File: src/hdl/its_alu.sv
module its_alu #(
	parameter int W = 63
) (
	input  logic [W-1:0] a,
	input  logic [W-1:0] b,
	input  logic         sub,
	output logic [W-1:0] sum,
	output logic         carry
);

	logic [W:0] full;

	// a + b, or a - b as a + ~b + 1; carry set means no borrow on subtract
	assign full  = {1'b0, a} + {1'b0, (sub ? ~b : b)} + (W+1)'(sub);
	assign sum   = full[W-1:0];
	assign carry = full[W];

endmodule

File: config.mk
export PLATFORM = sky130hd
export DESIGN_NAME = its_alu
export DESIGN_NICKNAME = d
export VERILOG_FILES = /design/src/hdl/its_alu.sv
export SDC_FILE = /design/constraint.sdc
export NUM_CORES = 1
export LEC_CHECK = 0
export BUFFER_PORTS_ARGS = -buffer_cell sky130_fd_sc_hd__buf_2
export CAP_MARGIN = 40
export CORE_UTILIZATION = 50
export DETAILED_ROUTE_END_ITERATION = 7
export PLACE_DENSITY = 0.83
export SLEW_MARGIN = 30
export SYNTH_ARGS = -nofsm -noshare
export SYNTH_HDL_FRONTEND = slang
export SYNTH_SLANG_ARGS = --single-unit
File: constraint.sdc
create_clock -name vclk -period 3.1
set_clock_uncertainty 0.1 [all_clocks]
set_input_delay 0 -clock vclk [all_inputs]
set_output_delay 0 -clock vclk [all_outputs]
set_load 0.05 [all_outputs]
==> impl_metrics.toml <==
[status]
status = "complete, no violations"

[die]
die_area_um2 = 9410
die_x_um = 97.0
core_um2 = 8720
fp-row-count = 34
start_util = 0.518
ios = 191
dieHeight_um = 97.0

[flow_run]
drv_cap = 0

[routing]
num_vias = 6060
vias_per_cell = 5.90
wirelength_um = 17100
wire_per_inst_um = 16.6
drc = 0
ant_nets = 0
drtIter0Drc = 276
first_pass_iters = 5

[yosys]
yosysTopAreaCellShare = 0.189
ys_top_cells_by_area = "ha_1 (19%), xor2_1 (17%), a21oi_1 (7.8%)"
ys_top_cells_by_count = "xor2_1 (89), a21oi_1 (70), ha_1 (68)"
yosysWarnings = 0
synth_nets = 832
yosysUniqueCellTypes = 69
yosysSeqAreaShare = 0
post-synth-top-count-cell = "xor2_1"
syn_avg_cell_area_um2 = 7.10
netlist_area_um2 = 4510
synthCells = 636
yosysTopAreaCell = "ha_1"

[worst_setup_path]
worstSetupPathType = "in -> out"
start_kind = "input pin"
required_ns = 3.00
end_kind = "primary output"
path_max_fanout = 15
crit_arrival_ns = 2.90

[final_layout]
clockBufferCount = 0
regArea_um2 = 0
drive_gt1_frac = 0.434
seq_cell_count = 0
fin_nets = 1117
syn2layout_area_growth_pct = 55.1
multi_input_area_um2 = 4790
fin_area_um2 = 7000
num_antenna_cells = 0
final_cells = 1027
nFillCells = 620

[worst_hold_path]
hp-class = "in -> out"

[power_and_ir_drop]
swShare = 0.641
pwr-share-clk = 0
p_sw_mw = 2.18
pwr-share-seq = 0
combPwrFrac = 1.000
p_int_mw = 1.22
total_power_mw = 3.39
power.density_nw_per_um2 = 485
max-vdd-ir-drop_uv = 391
p_leak_nw = 3.58

[place]
gp_congestion = 0.921
placed_cell_area_um2 = 6620
dpl.cell_count = 1025
hpwl_um = 14200
portBuffers = 191

[sta]
finalCritPeriodShare = 0.967
finalMaxSlewViolations = 0
finalSetupViolations = 0
tightest_slew_ns = 0.532
period_needed_ns = 3.00
slew_headroom = 0.640
fmax_mhz = 334
hold_violations = 0

[global_route]
grt_pass1_wl_um = 26700
grt_pass1_vias = 5930
antenna_found_initial = 0
track_usage = 0.333
grt_remaining_overflow = 0
grt_max_degree = 16

[clock_tree]
hold_buffers = 0
[critical path: stages]
cell and delay [ns]:
buf_12 0.14, buf_12 0.15, xor2_1 0.16, ha_1 0.29, a21o_1 0.18, a21o_1 0.17, a21o_1 0.22, a2111oi_4 0.36
or3_4 0.19, o211ai_1 0.10, a211o_1 0.28, a41oi_2 0.28, o21ai_1 0.13, buf_2 0.22
[per-stage QoR]
stage | TNS [ns] | worst slack [ns] | hold WS, ns | util
after floorplan | 0 | 0.00389 | 0.168 | -
after global placement | -0.797 | -0.171 | 0.258 | 0.759
after detailed placement | -2.38 | -0.287 | 0.265 | 0.759
after CTS | 0 | 0.00905 | 0.265 | 0.771
after global routing | -0.000816 | -0.000816 | 0.274 | 0.803
final | 0 | 0.104 | 0.261 | 0.803
[cells in the final DEF (no fill, tap or decap), types with 15 or more instances in the layout]
cell type	n
buf_4	131
nand4_1	22
o21bai_1	15
xor2_1	80
ha_1	67
xnor2_1	19
inv_1	20
nor2_1	34
nand2_1	52
buf_2	169
o21ai_0	18
a21o_1	36
a21oi_1	61
[repair_timing]
action                     4_1_cts  5_1_grt
hold endpoints to repair         0        0
setup endpoints to repair       25       31
pin swaps                        4       13
resized for setup               21       69
gates cloned                     0        0
setup buffers                    2        0
[per-layer routing]
metal,global-route usage,up-vias,part of all wire
met3,0.0260,59,0.063
met2,0.624,311,0.51
met1,0.400,2796,0.39
li1,-,2894,-
met5,0,-,0
met4,0.0953,0,0.036
[kinds of logic (layout without fill, tap and decap cells)]
family,count (synthesis),in the layout,share of synthesized area
AO/OA/AOI/OAI,214,214,0.324
multiplexers,2,2,0.00444
adder cells (fa/ha/maj),69,69,0.193
XOR/XNOR,122,122,0.237
buffers and inverters,52,335,0.0449
AND/OR/NAND/NOR,177,177,0.197
[cell type report]
class                           count  area share
Multi-Input combinational cell    584       0.684
Inverter                           20      0.0107
Tap cell                          108      0.0193
Timing Repair Buffer              315       0.286
[power by group through the flow]
| stage | registers [mW] | clock network (mW) | logic, mW |
|---|---|---|---|
| after floorplan | 0 | 0 | 2.25 |
| after global placement | 0 | 0 | 3.14 |
| after detailed placement | 0 | 0 | 3.18 |
| after CTS | 0 | 0 | 3.24 |
| after global routing | 0 | 0 | 3.58 |
| final | 0 | 0 | 3.39 |
[path summary, 6_finish.rpt]
kind	from	slack, ns	endpoint	cells after the start
worst max-delay path	sub	0.10	carry	14
worst min-delay path	a[0]	0.26	sum[0]	3
Note: power is estimated with default switching activity, not from simulation.
