$ cat src/hdl/its_ram.sv
module its_ram #(
	parameter int WIDTH = 8,
	parameter int DEPTH = 64
) (
	input  logic                     clk,
	input  logic                     we,
	input  logic [$clog2(DEPTH)-1:0] waddr,
	input  logic [WIDTH-1:0]         wdata,
	input  logic [$clog2(DEPTH)-1:0] raddr,
	output logic [WIDTH-1:0]         rdata
);

	logic [WIDTH-1:0] mem [DEPTH];

	// One write port, one registered read port
	always_ff @(posedge clk) begin
		if (we) begin
			mem[waddr] <= wdata;
		end
		rdata <= mem[raddr];
	end

endmodule

$ cat config.mk
export PLATFORM = sky130hd
export DESIGN_NAME = its_ram
export DESIGN_NICKNAME = d
export VERILOG_FILES = /design/src/hdl/its_ram.sv
export SDC_FILE = /design/constraint.sdc
export NUM_CORES = 1
export LEC_CHECK = 0
export BUFFER_PORTS_ARGS = -buffer_cell sky130_fd_sc_hd__buf_2
export CAP_MARGIN = 10
export CORE_MARGIN = 5
export CORE_UTILIZATION = 56
export CTS_BUF_LIST = sky130_fd_sc_hd__clkbuf_16
export DETAILED_ROUTE_END_ITERATION = 10
export GPL_TIMING_DRIVEN = 0
export PLACE_DENSITY = 0.74
export SYNTH_ARGS = -nofsm -noshare
export SYNTH_HDL_FRONTEND = slang
export SYNTH_SLANG_ARGS = --single-unit
$ cat constraint.sdc
create_clock -name clk -period 1.9 [get_ports clk]
set_input_delay 0.38 -clock clk [delete_from_list [all_inputs] [get_ports clk]]
set_output_delay 0.38 -clock clk [all_outputs]
set_load 0.01 [all_outputs]
==> results of run 1 <==
Yosys cell counts, types with 2 or more instances:
master,n,area share
nor2_1,83,0.015
o221a_2,2,0.0011
o21a_1,2,0.00074
clkbuf_1,17,0.0032
buf_12,2,0.0020
mux2i_1,23,0.011
o21ai_1,2,0.00050
a221oi_1,6,0.0026
buf_1,4,0.00074
nor2b_1,14,0.0043
buf_4,13,0.0048
edfxtp_1,512,0.76
dfxtp_1,8,0.0079
buf_2,11,0.0027
o32ai_1,2,0.00087
o41ai_1,2,0.00087
o2bb2ai_1,3,0.0013
mux2_2,13,0.0073
nand2_1,19,0.0035
nand4_1,2,0.00062
mux4_2,126,0.14
o22ai_1,8,0.0025
o21ai_0,2,0.00050
buf_6,4,0.0022
nor4_1,2,0.00062
nand3b_1,3,0.0011
o2111ai_1,3,0.0013
a21oi_1,3,0.00074
nand2b_1,7,0.0022
a2111oi_0,2,0.00087
a211oi_1,4,0.0015
nor3_1,7,0.0017
a22oi_1,3,0.0011
o221ai_1,8,0.0035
nand3_1,13,0.0032
report_power, final:
part	switching (mW)	internal, mW
Clock	4.08	5.55
Combinational	0.870	0.506
Sequential	0.0216	12.7
per-layer routing:
layer	up-vias	GRT usage
met2	641	0.364
li1	4094	-
met3	107	0.0651
met4	2	0.0742
met1	5246	0.353
met5	-	0
flip-flops by register name, summed over array words and instances (netlist names):
signal / count
rdata: 8
mem: 512
logic make-up after synthesis:
group / count (synthesis) / synth area share
buffers and inverters: 51 / 0.0157
AND/OR/NAND/NOR: 153 / 0.0339
multiplexers: 162 / 0.159
AO/OA/AOI/OAI: 54 / 0.0207
flip-flops: 520 / 0.770
per-stage QoR:
step,cells,utilization,cell area [um^2]
CTS,1513,0.638,22700
detailed placement,1423,0.588,20900
finish,1515,0.644,22900
global route,1515,0.644,22900
global placement,1422,0.587,20900
floorplan,940,-,20200
worst max-delay path by stage:
stage,startpoint,to,slack (ps),cells past startpoint
global route,waddr[1],mem[19][3]$_DFFE_PP_,-180,4
finish,waddr[1],mem[35][4]$_DFFE_PP_,-90,4
floorplan,raddr[0],rdata[7]$_DFF_P_,-30,7
global placement,raddr[1],rdata[3]$_DFF_P_,-1220,9
CTS,waddr[2],mem[37][2]$_DFFE_PP_,-100,4
detailed placement,raddr[1],rdata[3]$_DFF_P_,-1210,9
what timing repair did:
item,in CTS,in global routing
endpoints found under the setup margin,136,317
resized for setup,59,59
hold buffers,0,0
endpoints found under the hold margin,0,0
pin swaps,4,2
final cells by class:
class / instances / area, um^2 / share of cell area
flip-flops and latches: 520 / 15500 / 0.678
repair buffers: 24 / 138 / 0.00601
plain buffers: 51 / 430 / 0.0188
clock buffers: 53 / 1330 / 0.0579
clock inverters: 37 / 265 / 0.0116
multi-input cells: 369 / 4640 / 0.202
well taps: 461 / 577 / 0.0252
worst max-delay path, delay by kind of cell:
kind                   cells  cell delay (ps)
and+or+nand+nor            3             1500
buffers and inverters      1              300
==> flow_metrics.py, run 1 <==
metrics = {
    "routing": {
        "dr_wl_met3_um": 5250,
        "viasPerCell": 6.66,
        "highest_layer": "met5",
        "route.detailed.drc": 0,
        "wl_um": 47300,
        "drt_iter0_markers": 1223,
        "post_drt_wl_per_cell_um": 31.2,
        "dr.pass1.iters": 6,
        "met1_length_um": 18400,
        "dr_wl_met2_um": 22200,
        "via_count": 10100,
        "drtAntennaViolNets": 0,
    },
    "worst_setup_path": {
        "rr_endpoint": "rdata[1]$_DFF_P_",
        "rr_worst_depth": 5,
        "crit_slowest_cell": "nor2_1",
        "arrival_ps": 2190,
        "path_cells": "clkbuf_1 > nor2b_1 > nand3_1 > nor2_1",
        "rrSetupSlack_ps": -70,
        "cp_max_fo": 10,
        "critPathMaxStageDelay_ps": 780,
        "regToRegStartpoint": "mem[0][1]$_DFFE_PP_",
        "start_kind": "input pin",
        "end_kind": "flip-flop",
        "crit_type": "in2reg",
        "required_ps": 2090,
    },
    "cells_and_area": {
        "syn2layout_area_growth_pct": 13.6,
        "final_common_cell": "edfxtp_1",
        "layout_common_cells": "512 x edfxtp_1, 126 x mux4_2, 55 x nor2_2, 53 x clkbuf_16, 28 x nor2_1",
        "fillers": 2296,
        "nNetsFinal": 1038,
        "diodes": 0,
        "drive_above_1_share": 0.331,
    },
    "power": {
        "p_per_area_nw_per_um2": 1040,
        "peakVddDrop_mv": 0.739,
        "p_leak_nw": 7.16,
        "p_total_mw": 23.7,
    },
    "yosys": {
        "yosysSeqAreaShare": 0.770,
        "syn_inst": 940,
        "syn_nets": 962,
        "netlist_area_um2": 20200,
        "async_flop_share": 0,
        "avgSynthCellArea_um2": 21.5,
        "ys_ff_latch": 520,
        "synth-edff-count": 512,
        "yosys_warnings": 0,
        "ys.flop_type": "edfxtp_1",
        "yosys.cell_types.count": 40,
    },
    "floorplanning": {
        "die_area_um2": 39900,
        "io_pins": 30,
        "core_um2": 35600,
        "rows": 69,
        "die_w_um": 200,
        "die_h_um": 200,
        "initial_core_util": 0.567,
    },
    "global_routing": {
        "grt_pass1_wl_um": 68500,
        "grt_overflow": 0,
        "grt_start_max_net_pins": 65,
        "antenna_found_initial": 1,
        "grt_pass1_vias": 10200,
        "grt_use_total": 0.241,
    },
    "clock_tree": {
        "cts_root_buf": "clkbuf_16",
        "max-clock-path-buffers": 3,
        "cts_made_buffers": 50,
        "htreeDepth": 2,
        "clkLatencyLatePin_ps": 570,
        "cts_setup_buffers": 0,
        "tritoncts": "yes",
        "cts_sinks": 520,
        "cts.clk_slew.worst_paths_ps": 60,
    },
    "timing": {
        "fin_ws_ps": -94.9,
        "tns_ps": -6070,
        "finClkSkew_ps": 18.8,
        "drv_slew": 0,
        "worst_pin_slew_ps": 1260,
        "rsz0062_at_grt": "true",
        "slew_headroom": 0.161,
        "setup_violations": 154,
        "fin_hold_ws_ps": 236,
        "hold_viol": 0,
        "period_needed_ps": 1990,
        "fmax_mhz": 501,
        "min_period_over_period": 1.05,
    },
    "outcome": {
        "violations": "negative setup slack",
        "status": "complete, but fails checks",
    },
    "min_path": {
        "hold_depth": 1,
        "holdPathEnd": "mem[21][2]$_DFFE_PP_",
        "holdCritStartpoint": "wdata[2]",
        "min_path_type": "in2reg",
    },
    "placement": {
        "place_congestion": 0.938,
        "dpl.hpwl_um": 29000,
        "preCtsSetupSlack_ps": -1210,
        "port_buffers": 21,
    },
    "run": {
        "maxCapViolCount": 0,
    },
}
Note: power is estimated with default switching activity, not from simulation.
==> run 2: changes to the inputs <==
- CORE_UTILIZATION: 56 -> 58
- CTS_BUF_LIST: sky130_fd_sc_hd__clkbuf_16 -> sky130_fd_sc_hd__clkbuf_8
- PLACE_DENSITY: 0.74 -> 0.76
==> run 2 against run 1 <==
Against the previous run: the flow still finishes with violations (negative setup slack); total power decreased by 4.0%; sequential power barely moved; flip-flop and latch count unchanged; utilization is 1.3 points higher; setup slack gained 9.6 ps; wire length shrank 4.2%; via count hardly changed; largest cell class unchanged; sequential share of layout area increased by 0.83 points; clock power is 9.3% lower; first-iteration DRC count increased by 2.0%.
==> flow_metrics.py, run 2 (synthesis results as in run 1) <==
metrics = {
    "outcome": {
        "status": "complete, but fails checks",
        "violations": "negative setup slack",
    },
    "routing": {
        "post_drt_wl_per_cell_um": 29.0,
        "drt_iter0_markers": 1247,
        "viasPerCell": 6.46,
        "route.detailed.drc": 0,
        "dr.pass1.iters": 6,
        "via_count": 10100,
        "wl_um": 45300,
        "drtAntennaViolNets": 0,
    },
    "worst_setup_path": {
        "arrival_ps": 2220,
        "required_ps": 2140,
        "crit_type": "in2reg",
        "start_kind": "input pin",
        "end_kind": "flip-flop",
        "cp_max_fo": 10,
    },
    "timing": {
        "fin_ws_ps": -85.3,
        "fmax_mhz": 504,
        "period_needed_ps": 1990,
        "slew_headroom": 0.184,
        "finClkSkew_ps": 34.4,
        "setup_violations": 80,
        "hold_viol": 0,
        "worst_pin_slew_ps": 1220,
        "drv_slew": 0,
        "rsz0062_at_grt": "true",
        "min_period_over_period": 1.04,
    },
    "cells_and_area": {
        "syn2layout_area_growth_pct": 12.2,
        "nNetsFinal": 1066,
        "fin_area_um2": 22600,
        "layout_common_cells": "512 x edfxtp_1, 126 x mux4_2, 81 x clkbuf_8, 63 x nor2_1",
        "top_register": "mem",
        "largest_reg_flops": 512,
        "final_common_cell": "edfxtp_1",
        "reg_top3": "mem (512), rdata (8)",
        "drive_above_1_share": 0.305,
    },
    "placement": {
        "place_congestion": 0.962,
        "port_buffers": 21,
        "dpl.hpwl_um": 28500,
        "place_area_um2": 20900,
    },
    "floorplanning": {
        "die_area_um2": 38600,
        "die_w_um": 196,
        "core_um2": 34500,
        "initial_core_util": 0.585,
        "rows": 68,
        "die_h_um": 196,
        "io_pins": 30,
    },
    "clock_tree": {
        "clkLatencyLatePin_ps": 630,
        "cts_setup_buffers": 0,
        "cts_sinks": 520,
        "max-clock-path-buffers": 3,
        "cts.clk_slew.worst_paths_ps": 60,
        "hold_buffers": 0,
        "htreeDepth": 3,
        "cts_made_buffers": 80,
        "cts_root_buf": "clkbuf_8",
        "tritoncts": "yes",
    },
    "min_path": {
        "min_path_type": "in2reg",
    },
    "power": {
        "peakVddDrop_mv": 0.584,
        "p_switching_mw": 5.04,
        "p_comb_frac": 0.058,
        "p_leak_nw": 7.14,
        "clkPwrFrac": 0.383,
        "p_int_mw": 17.7,
        "p_total_mw": 22.8,
        "switching_share": 0.221,
        "p_per_area_nw_per_um2": 1010,
        "p_seq_frac": 0.559,
    },
    "global_routing": {
        "grt_overflow": 0,
        "grt_start_max_net_pins": 65,
        "grt_use_total": 0.238,
        "grt_pass1_vias": 10100,
        "grt_pass1_wl_um": 66100,
        "antenna_found_initial": 3,
    },
    "run": {
        "maxCapViolCount": 0,
    },
}
run 2: changes by cell type in the layout (fill, tap and decap cells not counted), moves of 5 or more:
cell	previous run	this run
buf_6	14	8
inv_1	13	26
buf_4	9	14
clkbuf_16	53	0
clkbuf_8	0	81
nor2_2	55	20
nor2_1	28	63
clkinv_1	10	20
run 2: cell type report:
type,instances,area [um^2]
timing repair buffer,22,113
fill,2216,11800
clock inverter,63,380
antenna,1,2.50
clock buffer,81,1110
multi-input combinational,369,4520
tap,455,569
buffer,51,400
sequential,520,15500
run 2: path summary, 6_finish.rpt:
| check | startpoint | endpoint | slack, ps | depth (start not counted) |
|---|---|---|---|---|
| setup / recovery | waddr[1] | mem[31][4]$_DFFE_PP_ | -90 | 3 |
| hold / removal | raddr[5] | rdata[3]$_DFF_P_ | 240 | 2 |
| setup reg to reg | mem[10][1]$_DFFE_PP_ | rdata[1]$_DFF_P_ | -30 | 5 |
| hold reg to reg | mem[23][0]$_DFFE_PP_ | rdata[0]$_DFF_P_ | 940 | 4 |
run 2: stage by stage:
| step | setup TNS [ps] | instances | utilization | hold WS, ps | setup WS [ps] |
|---|---|---|---|---|---|
| 2_1_floorplan | -95.1 | 940 | - | 479 | -28.5 |
| 3_3_place_gp | -235810 | 1416 | 0.606 | 777 | -1200 |
| 3_5_place_dp | -268970 | 1416 | 0.606 | 775 | -1230 |
| 4_1_cts | -1770 | 1560 | 0.654 | 181 | -71.5 |
| 5_1_grt | -6530 | 1561 | 0.657 | 194 | -201 |
| 6_report | -3910 | 1562 | 0.657 | 236 | -85.3 |
run 2: critical path, stage by stage:
cell	delay, ps
clkbuf_1	290
nand4_1	660
nor2_1	890
run 2: what timing repair did:
| action | in CTS | in global routing |
|---|---|---|
| pin swaps | 2 | 1 |
| gates resized for setup | 42 | 26 |
| setup endpoints to repair | 67 | 130 |
run 2: routing by layer:
layer / vias up / GRT usage / part of all wire
met5: - / 0 / 0.0010
met4: 6 / 0.0869 / 0.033
met3: 96 / 0.0626 / 0.11
met2: 641 / 0.355 / 0.46
met1: 5190 / 0.349 / 0.39
li1: 4159 / - / -
run 2: power groups by stage:
stage	sequential (mW)	clock, mW	combinational (mW)
2_1_floorplan	13.0	0	0.688
3_3_place_gp	13.0	0	1.21
3_5_place_dp	13.0	0	1.24
4_1_cts	12.7	8.83	1.29
5_1_grt	12.7	9.44	1.37
6_report	12.7	8.73	1.32
